**src/rtl/itoa_pkg.sv**
```systemverilog
// ----------------------------------------------------------------------------
// itoa_pkg
// Shared types, codes and constants of the integer to ASCII digit converter.
// ----------------------------------------------------------------------------
`default_nettype none

package itoa_pkg;

   // Conversion mode codes
   localparam logic [1:0] OP_UDEC  = 2'd0;
   localparam logic [1:0] OP_SDEC  = 2'd1;
   localparam logic [1:0] OP_RADIX = 2'd2;

   // Quotient bits produced per divider cycle
   localparam int STEP_BITS = 4;

   localparam logic [4:0] RADIX_RESET = 5'd16;
   localparam logic [4:0] RADIX_DEC   = 5'd10;
   localparam logic [4:0] RADIX_MIN   = 5'd2;
   localparam logic [4:0] RADIX_MAX   = 5'd16;

   localparam logic [7:0] CHAR_MINUS   = 8'h2D;  // '-'
   localparam logic [7:0] CHAR_ZERO    = 8'h30;  // '0'
   localparam logic [7:0] CHAR_LOWER_A = 8'h61;  // 'a'
   localparam logic [7:0] CHAR_UPPER_A = 8'h41;  // 'A'
   localparam logic [3:0] DIGIT_NINE   = 4'd9;

   // Commands from controller to datapath
   typedef struct packed {
      logic load;   // latch a new word, clear digit count
      logic sign;   // push '-' into the output pipe
      logic step;   // one divider cycle
      logic emit;   // read one stored digit, most significant first
   } cmd_type;

   // Status from datapath to controller
   typedef struct packed {
      logic op_ok;      // request opcode is a defined mode
      logic neg;        // signed mode with negative operand
      logic step_last;  // this divider cycle finishes a digit
      logic quot_zero;  // quotient after this cycle is zero
      logic emit_last;  // this read fetches the final digit
   } status_type;

   function automatic logic [7:0] digit_char(input logic [3:0] d, input logic upper);
      logic [7:0] c;
      if (d <= DIGIT_NINE) begin
         c = CHAR_ZERO + {4'd0, d};
      end else begin
         c = (upper ? CHAR_UPPER_A : CHAR_LOWER_A) + {4'd0, d} - 8'd10;
      end
      return c;
   endfunction

endpackage

`default_nettype wire

```
**src/rtl/integer_to_ascii_digits_core.sv**
```systemverilog
// ----------------------------------------------------------------------------
// integer_to_ascii_digits_core
// Converts one binary word to ASCII digits (unsigned/signed decimal or a
// configured radix), most significant character first.
// ----------------------------------------------------------------------------
//
//   channel   handshake               payload
//   -------   ---------------------   -------------------------------------
//   request   start & !busy           req_value, req_opcode, req_upper_case
//   response  rsp_strobe (1 cycle)    rsp_character, rsp_last
//   csr       csr_valid & csr_ready   csr_data (radix)
//
// A word with d digits keeps busy high through its division and read-out;
//   NUM_W is VALUE_WIDTH rounded up to a multiple of 4 and divided down once
//   per digit. Decimal: d <= 10; radix 2 at 64 bits: d <= 64. The divider
//   loop takes 4 quotient bits a cycle.
// Each digit-store read and each '-' passes the read stage and the character
//   register before it leaves. Opcode 3 is accepted and yields nothing.
// Reset: synchronous, clears the sequencer, output strobe and radix (16).
// The receiver cannot stall; each character is on the ports for one cycle.
// ----------------------------------------------------------------------------
`default_nettype none

module integer_to_ascii_digits_core
   import itoa_pkg::*;
#(
   parameter int VALUE_WIDTH = 64
) (
   input  wire logic        clock,
   input  wire logic        reset,
   // request
   input  wire logic        start,
   output logic             busy,
   input  wire logic [63:0] req_value,
   input  wire logic [1:0]  req_opcode,
   input  wire logic        req_upper_case,
   // response
   output logic             rsp_strobe,
   output logic [7:0]       rsp_character,
   output logic             rsp_last,
   // radix register write
   input  wire logic        csr_valid,
   output logic             csr_ready,
   input  wire logic [4:0]  csr_data
);

   cmd_type    cmd;
   status_type status;
   logic [4:0] radix_ff;

   // radix register; always writable; the user must write it only while idle, the block does not enforce this
   assign csr_ready = 1'b1;

   always_ff @(posedge clock) begin
      if (reset) begin
         radix_ff <= RADIX_RESET;
      end else if (csr_valid && csr_ready) begin
         radix_ff <= csr_data;
      end
   end

   itoa_ctrl u_ctrl (
      .clock  (clock),
      .reset  (reset),
      .start  (start),
      .status (status),
      .cmd    (cmd),
      .busy   (busy)
   );

   itoa_dpath #(
      .VALUE_WIDTH (VALUE_WIDTH)
   ) u_dpath (
      .clock          (clock),
      .reset          (reset),
      .req_value      (req_value),
      .req_opcode     (req_opcode),
      .req_upper_case (req_upper_case),
      .radix          (radix_ff),
      .cmd            (cmd),
      .status         (status),
      .rsp_strobe     (rsp_strobe),
      .rsp_character  (rsp_character),
      .rsp_last       (rsp_last)
   );

   // a defined opcode always starts a conversion
   a_start_busy : assert property (@(posedge clock) disable iff (reset)
      (start && !busy && (req_opcode == OP_UDEC || req_opcode == OP_SDEC ||
                          req_opcode == OP_RADIX)) |=> busy)
      else $error("defined opcode accepted but block not busy");

   // the unused opcode is dropped without any work
   a_bad_op_idle : assert property (@(posedge clock) disable iff (reset)
      (start && !busy && req_opcode != OP_UDEC && req_opcode != OP_SDEC &&
       req_opcode != OP_RADIX) |=> !busy)
      else $error("unused opcode started a conversion");

   // every character traces back to a busy cycle or a start behind the output pipe's read stage and character register
   a_strobe_src : assert property (@(posedge clock) disable iff (reset)
      rsp_strobe |-> $past(busy || start, 2))
      else $error("character emitted without a conversion in flight");

endmodule

`default_nettype wire

```
**src/rtl/itoa_ctrl.sv**
```systemverilog
// ----------------------------------------------------------------------------
// itoa_ctrl
// Sequencer: accept, divide digit by digit, then read digits back out.
// ----------------------------------------------------------------------------
`default_nettype none

module itoa_ctrl
   import itoa_pkg::*;
(
   input  wire logic       clock,
   input  wire logic       reset,
   input  wire logic       start,
   input  wire status_type status,
   output cmd_type         cmd,
   output logic            busy
);

   typedef enum logic [1:0] {
      IDLE,
      DIVIDE,
      EMIT
   } state_type;

   state_type state_ff, state_in;

   always_comb begin
      state_in = state_ff;
      cmd      = '0;
      unique case (state_ff)
         IDLE: begin
            if (start && status.op_ok) begin
               cmd.load = 1'b1;
               cmd.sign = status.neg;
               state_in = DIVIDE;
            end
         end
         DIVIDE: begin
            cmd.step = 1'b1;
            if (status.step_last && status.quot_zero) begin
               state_in = EMIT;
            end
         end
         EMIT: begin
            cmd.emit = 1'b1;
            if (status.emit_last) begin
               state_in = IDLE;
            end
         end
         default: begin
            state_in = IDLE;
         end
      endcase
   end

   always_ff @(posedge clock) begin
      if (reset) begin
         state_ff <= IDLE;
      end else begin
         state_ff <= state_in;
      end
   end

   assign busy = (state_ff != IDLE);

endmodule

`default_nettype wire

```
**src/rtl/itoa_dpath.sv**
```systemverilog
// ----------------------------------------------------------------------------
// itoa_dpath
// Radix divider (4 quotient bits a cycle), digit store, output pipe.
// ----------------------------------------------------------------------------
`default_nettype none

module itoa_dpath
   import itoa_pkg::*;
#(
   parameter int VALUE_WIDTH = 64
) (
   input  wire logic        clock,
   input  wire logic        reset,
   input  wire logic [63:0] req_value,
   input  wire logic [1:0]  req_opcode,
   input  wire logic        req_upper_case,
   input  wire logic [4:0]  radix,
   input  wire cmd_type     cmd,
   output status_type       status,
   output logic             rsp_strobe,
   output logic [7:0]       rsp_character,
   output logic             rsp_last
);

   localparam int NUM_W  = ((VALUE_WIDTH + STEP_BITS - 1) / STEP_BITS) * STEP_BITS;
   localparam int NSTEP  = NUM_W / STEP_BITS;
   localparam int SC_W   = $clog2(NSTEP);
   localparam int IDX_W  = $clog2(VALUE_WIDTH);
   localparam int CNT_W  = $clog2(VALUE_WIDTH + 1);

   logic [NUM_W-1:0] num_ff, num_in, load_num;
   logic [3:0]       rem_ff, rem_in;
   logic [SC_W-1:0]  step_cnt_ff;
   logic             qnz_ff;
   logic [CNT_W-1:0] digit_cnt_ff;
   logic [4:0]       base_ff, base_in;
   logic             upper_ff;

   logic [3:0]       digit_mem [VALUE_WIDTH];
   logic [3:0]       mem_q_ff;
   logic [IDX_W-1:0] rd_addr;
   logic [CNT_W-1:0] cnt_dec;

   logic p1_valid_ff, p1_sign_ff, p1_last_ff;

   logic [STEP_BITS-1:0] qbits;
   logic [31:0]          low_word, mag_word;
   logic                 neg;

   // operand load
   assign low_word = req_value[31:0];
   assign neg      = (req_opcode == OP_SDEC) && low_word[31];
   assign mag_word = neg ? (~low_word + 32'd1) : low_word;

   always_comb begin
      if (req_opcode == OP_RADIX) begin
         load_num = NUM_W'(req_value[VALUE_WIDTH-1:0]);
         if (radix < RADIX_MIN) begin
            base_in = RADIX_MIN;
         end else if (radix > RADIX_MAX) begin
            base_in = RADIX_MAX;
         end else begin
            base_in = radix;
         end
      end else begin
         load_num = NUM_W'(mag_word);
         base_in  = RADIX_DEC;
      end
   end

   // restoring division, STEP_BITS bits of the dividend per cycle
   always_comb begin
      logic [4:0] r;
      logic [3:0] rm;
      rm = rem_ff;
      for (int k = 0; k < STEP_BITS; k++) begin
         r = {rm, num_ff[NUM_W-1-k]};
         qbits[STEP_BITS-1-k] = (r >= base_ff);
         rm = (r >= base_ff) ? 4'(r - base_ff) : r[3:0];
      end
      rem_in = rm;
      num_in = {num_ff[NUM_W-STEP_BITS-1:0], qbits};
   end

   assign cnt_dec = digit_cnt_ff - CNT_W'(1);
   assign rd_addr = cnt_dec[IDX_W-1:0];

   assign status.op_ok     = (req_opcode == OP_UDEC) || (req_opcode == OP_SDEC) ||
                             (req_opcode == OP_RADIX);
   assign status.neg       = neg;
   assign status.step_last = (step_cnt_ff == SC_W'(NSTEP - 1));
   assign status.quot_zero = !(qnz_ff || (|qbits));
   assign status.emit_last = (digit_cnt_ff == CNT_W'(1));

   // divider and digit count
   always_ff @(posedge clock) begin
      if (cmd.load) begin
         num_ff       <= load_num;
         rem_ff       <= '0;
         step_cnt_ff  <= '0;
         qnz_ff       <= 1'b0;
         digit_cnt_ff <= '0;
         base_ff      <= base_in;
         upper_ff     <= (req_opcode == OP_RADIX) && req_upper_case;
      end else if (cmd.step) begin
         num_ff <= num_in;
         if (status.step_last) begin
            digit_mem[digit_cnt_ff[IDX_W-1:0]] <= rem_in;
            digit_cnt_ff <= digit_cnt_ff + CNT_W'(1);
            rem_ff       <= '0;
            step_cnt_ff  <= '0;
            qnz_ff       <= 1'b0;
         end else begin
            rem_ff      <= rem_in;
            step_cnt_ff <= step_cnt_ff + SC_W'(1);
            qnz_ff      <= qnz_ff || (|qbits);
         end
      end else if (cmd.emit) begin
         digit_cnt_ff <= cnt_dec;
      end
   end

   // registered read of the digit store
   always_ff @(posedge clock) begin
      mem_q_ff <= digit_mem[rd_addr];
   end

   // two-stage output pipe: read stage, then character register
   always_ff @(posedge clock) begin
      if (reset) begin
         p1_valid_ff <= 1'b0;
         rsp_strobe  <= 1'b0;
      end else begin
         p1_valid_ff <= cmd.sign || cmd.emit;
         rsp_strobe  <= p1_valid_ff;
      end
      p1_sign_ff    <= cmd.sign;
      p1_last_ff    <= cmd.emit && status.emit_last;
      rsp_character <= p1_sign_ff ? CHAR_MINUS : digit_char(mem_q_ff, upper_ff);
      rsp_last      <= p1_last_ff;
   end

endmodule

`default_nettype wire
```
**config.mk**
```make
export PLATFORM = sky130hd
export DESIGN_NAME = integer_to_ascii_digits_core
export DESIGN_NICKNAME = d
export VERILOG_FILES = /design/src/rtl/itoa_pkg.sv /design/src/rtl/integer_to_ascii_digits_core.sv /design/src/rtl/itoa_ctrl.sv /design/src/rtl/itoa_dpath.sv
export SDC_FILE = /design/constraint.sdc
export NUM_CORES = 1
export LEC_CHECK = 0
export ABC_AREA = 1
export BUFFER_PORTS_ARGS = -buffer_cell sky130_fd_sc_hd__buf_2
export CELL_PAD_IN_SITES_DETAIL_PLACEMENT = 1
export CELL_PAD_IN_SITES_GLOBAL_PLACEMENT = 1
export CORE_UTILIZATION = 40
export DETAILED_ROUTE_END_ITERATION = 10
export GPL_TIMING_DRIVEN = 1
export PLACE_DENSITY = 0.8
export SLEW_MARGIN = 20
export SYNTH_ARGS = -nofsm -noshare
export SYNTH_HDL_FRONTEND = slang
export SYNTH_SLANG_ARGS = --single-unit
export TNS_END_PERCENT = 50
```
**constraint.sdc**
```tcl
create_clock -name clock -period 8.2 [get_ports clock]
set_clock_uncertainty 0.1 [all_clocks]
set_input_delay 0.41 -clock clock [delete_from_list [all_inputs] [get_ports clock]]
set_output_delay 0.41 -clock clock [all_outputs]
set_load 0.01 [all_outputs]
```
==> flow_summary.ini <==
[status]
run_status = complete, no violations

[setup_path]
worstPathArrival_ps = 7270
slowest_stage = nand2_2
r2r_start = u_dpath.base_ff[1]
cpPeakStageDelay_ps = 740
cp.required_ps = 8480
startpoint_type = register
reg2reg_to = u_dpath.digit_mem[0][2]
crit_type = register to register
critPathCaptureType = register
rrSetupSlack_ps = 1210
cp_max_fo = 46
crit_path_frequent_cell = inv_1
reg2regPathDepth = 33

[clock_network]
htreeDepth = 2
postCtsSetupBuffers = 0
holdBufCountCts = 3
cts_resized = 0
clock_sinks = 365
clock_latency_ps = 570
cts-root-buf = clkbuf_16
cts_tree = yes
cts-buffers-inserted = 40
cts.clk_slew.worst_paths_ps = 60
cts.path.max_buffers = 3

[synth]
syn_nets = 1798
ys_ff_latch = 365
seq_area_frac_synth_pct = 62.0
synthCells = 1691
syn-cell-area_um2 = 17000
async_flop_share_pct = 0
synth_cell_types = 46
synth_edf_count = 326
synth-main-ff-cell = edfxtp_1
yosysWarningCount = 0
syn-mean-instance-area_um2 = 10.1

[routing]
wl_met2_um = 24400
wl_met3_um = 1810
met1_length_um = 19600
top_layer = met5
drt.antenna.violating_nets = 0
detail_route.wl_per_cell_um = 20.2
drt_first_pass_iters = 5
num_vias = 12700
drtIter0Drc = 959
drc_errors = 0
via_per_inst = 5.48
wirelength_um = 46900

[timing]
slew-limit-headroom_pct = 32.9
setup_tns_ps = 0
setup_violations = 0
slew_viol_final = 0
post-route-period-util_pct = 85.2
period_needed_ps = 6990
fmax_ghz = 0.143
rsz0062_at_grt = false
tightest_slew_ps = 1000
hold_violations = 0

[place]
gp_congestion = 0.869
hpwl_um = 30100
portBuffers = 85

[worst_hold_path]
hold_end = u_dpath.num_ff[53]
min_path_cells = 3
hold_class = primary input to register
hp-start = req_value[53]

[grt]
gr-total-overflow = 0
grt_pass1_vias = 13500
grt_pass1_wl_um = 74200
antenna_found_initial = 1
track_usage_pct = 21.7
grt_max_degree = 89

[die]
start_util_pct = 40.6
fp.dieArea_um2 = 43400
fp.coreArea_um2 = 41900
die_h_um = 208
row_count = 75
die_x_um = 208
ios = 88

[finish]
num_antenna_cells = 0
nNetsFinal = 1860
fillers = 4682
syn2layout_area_growth_pct = 13.1
layout-drive-gt1-share_pct = 10.5

[job]
max_cap_viol_count = 0
synthesized netlist by cell type (3+ instances only):
cell type / count / share of area (%)
buf_4: 21 / 0.92
or2_2: 4 / 0.15
xor2_1: 18 / 0.92
a21oi_1: 26 / 0.76
nand3_1: 140 / 4.1
o21ai_0: 189 / 5.5
nor3_1: 7 / 0.21
a31oi_1: 4 / 0.15
fa_1: 4 / 0.47
edfxtp_1: 326 / 57
nor2_2: 3 / 0.11
nand4_1: 14 / 0.51
nor2_1: 335 / 7.4
inv_2: 5 / 0.11
buf_6: 3 / 0.20
buf_1: 3 / 0.066
ha_1: 27 / 2.0
buf_2: 19 / 0.56
xnor2_1: 7 / 0.36
o211ai_1: 70 / 3.1
inv_1: 100 / 2.2
dfxtp_1: 39 / 4.6
and2_1: 4 / 0.15
nand2_1: 258 / 5.7
clkbuf_1: 32 / 0.70
nor4_1: 3 / 0.11
nand3b_1: 3 / 0.13
area by class of cell:
| type | count | area [µm²] | share of cell area, % |
|---|---|---|---|
| Sequential cell | 365 | 10600 | 54.8 |
| Multi-Input combinational cell | 1139 | 5680 | 29.5 |
| Clock buffer | 53 | 1090 | 5.66 |
| Tap cell | 539 | 674 | 3.50 |
| Timing Repair Buffer | 99 | 538 | 2.79 |
| Inverter | 108 | 409 | 2.12 |
| Clock inverter | 21 | 318 | 1.65 |
per-layer routing:
| layer | up-vias | track usage, % |
|---|---|---|
| met2 | 254 | 38.7 |
| li1 | 5989 | - |
| met3 | 68 | 3.17 |
| met1 | 6428 | 26.9 |
| met5 | - | 0 |
| met4 | 2 | 6.85 |
worst max-delay path, delay by kind of cell, from the launching register on:
kind | cells | cell delay (ps)
buffers and inverters | 7 | 1240
DFF | 1 | 450
adders and majority gates | 4 | 1300
AOI/OAI and AO/OA | 4 | 720
and+or+nand+nor | 18 | 2970
kinds of logic after synthesis:
family / synth area share (%)
flops: 62.0
compound gates: 9.95
buf+inv: 4.87
xor+xnor: 1.70
fa+ha+maj: 2.45
other cells: 0.0441
simple gates: 19.0
sequential cells by signal, summed over array words and instances, names as in the netlist:
register and flops:
u_dpath.rsp_last 1, u_dpath.rsp_strobe 1, u_dpath.p1_last_ff 1, u_ctrl.state_ff 2
u_dpath.upper_ff 1, u_dpath.rem_ff 4, u_dpath.step_cnt_ff 4, u_dpath.num_ff 64
u_dpath.digit_mem 256, u_dpath.mem_q_ff 4, u_dpath.rsp_character 7, u_dpath.qnz_ff 1
u_dpath.base_ff 5, u_dpath.p1_sign_ff 1, u_dpath.digit_cnt_ff 7, radix_ff 5
u_dpath.p1_valid_ff 1
through the flow:
| step | setup slack (ps) | area [µm²] | utilization, % | instances | hold WS [ps] |
|---|---|---|---|---|---|
| final | 1210 | 19300 | 46.0 | 2324 | 41.5 |
| after global routing | 684 | 19300 | 46.0 | 2324 | 46.3 |
| after CTS | 1100 | 19300 | 46.0 | 2324 | 19.3 |
| after detailed placement | 1170 | 17800 | 42.5 | 2247 | 219 |
| after global placement | 1580 | 17800 | 42.5 | 2247 | 214 |
| after floorplan | 456 | 17000 | - | 1691 | 210 |
worst max-delay path by stage:
stage | start | endpoint | slack [ps] | depth (start not counted)
floorplan | u_dpath.base_ff[1] | u_dpath.digit_mem[0][0] | 460 | 31
detailed placement | u_dpath.base_ff[1] | u_dpath.digit_mem[47][1] | 1170 | 32
finish | u_dpath.base_ff[1] | u_dpath.digit_mem[0][2] | 1210 | 33
global placement | u_dpath.base_ff[1] | u_dpath.digit_mem[47][1] | 1580 | 32
CTS | u_dpath.base_ff[1] | u_dpath.digit_mem[58][1] | 1100 | 32
global route | u_dpath.base_ff[1] | u_dpath.digit_mem[10][3] | 680 | 31
layout by cell type, fill, tap and decap left out, drive strengths merged:
cell / netlist / layout
nand2: 261 / 261
a21oi: 26 / 26
buf: 46 / 96
o21a: 1 / 1
or2: 5 / 5
clkbuf: 33 / 53
dfxtp: 39 / 39
xor2: 20 / 20
nand4: 15 / 15
a31oi: 4 / 4
nand3: 141 / 141
dlygate4sd3: 0 / 3
ha: 27 / 27
nor3: 7 / 7
o21ai: 191 / 191
nand3b: 3 / 3
o211ai: 70 / 70
and2: 4 / 4
bufinv: 0 / 7
fa: 4 / 4
nor4: 3 / 3
nor2: 340 / 340
o31ai: 2 / 2
a21o: 2 / 2
a211oi: 1 / 1
edfxtp: 326 / 326
a221oi: 1 / 1
o22ai: 1 / 1
inv: 106 / 106
conb: 2 / 2
clkinv: 2 / 16
xnor2: 8 / 8
Power is not shown: default switching activity piles up to over one toggle a cycle in this logic, so the estimate is an artifact.
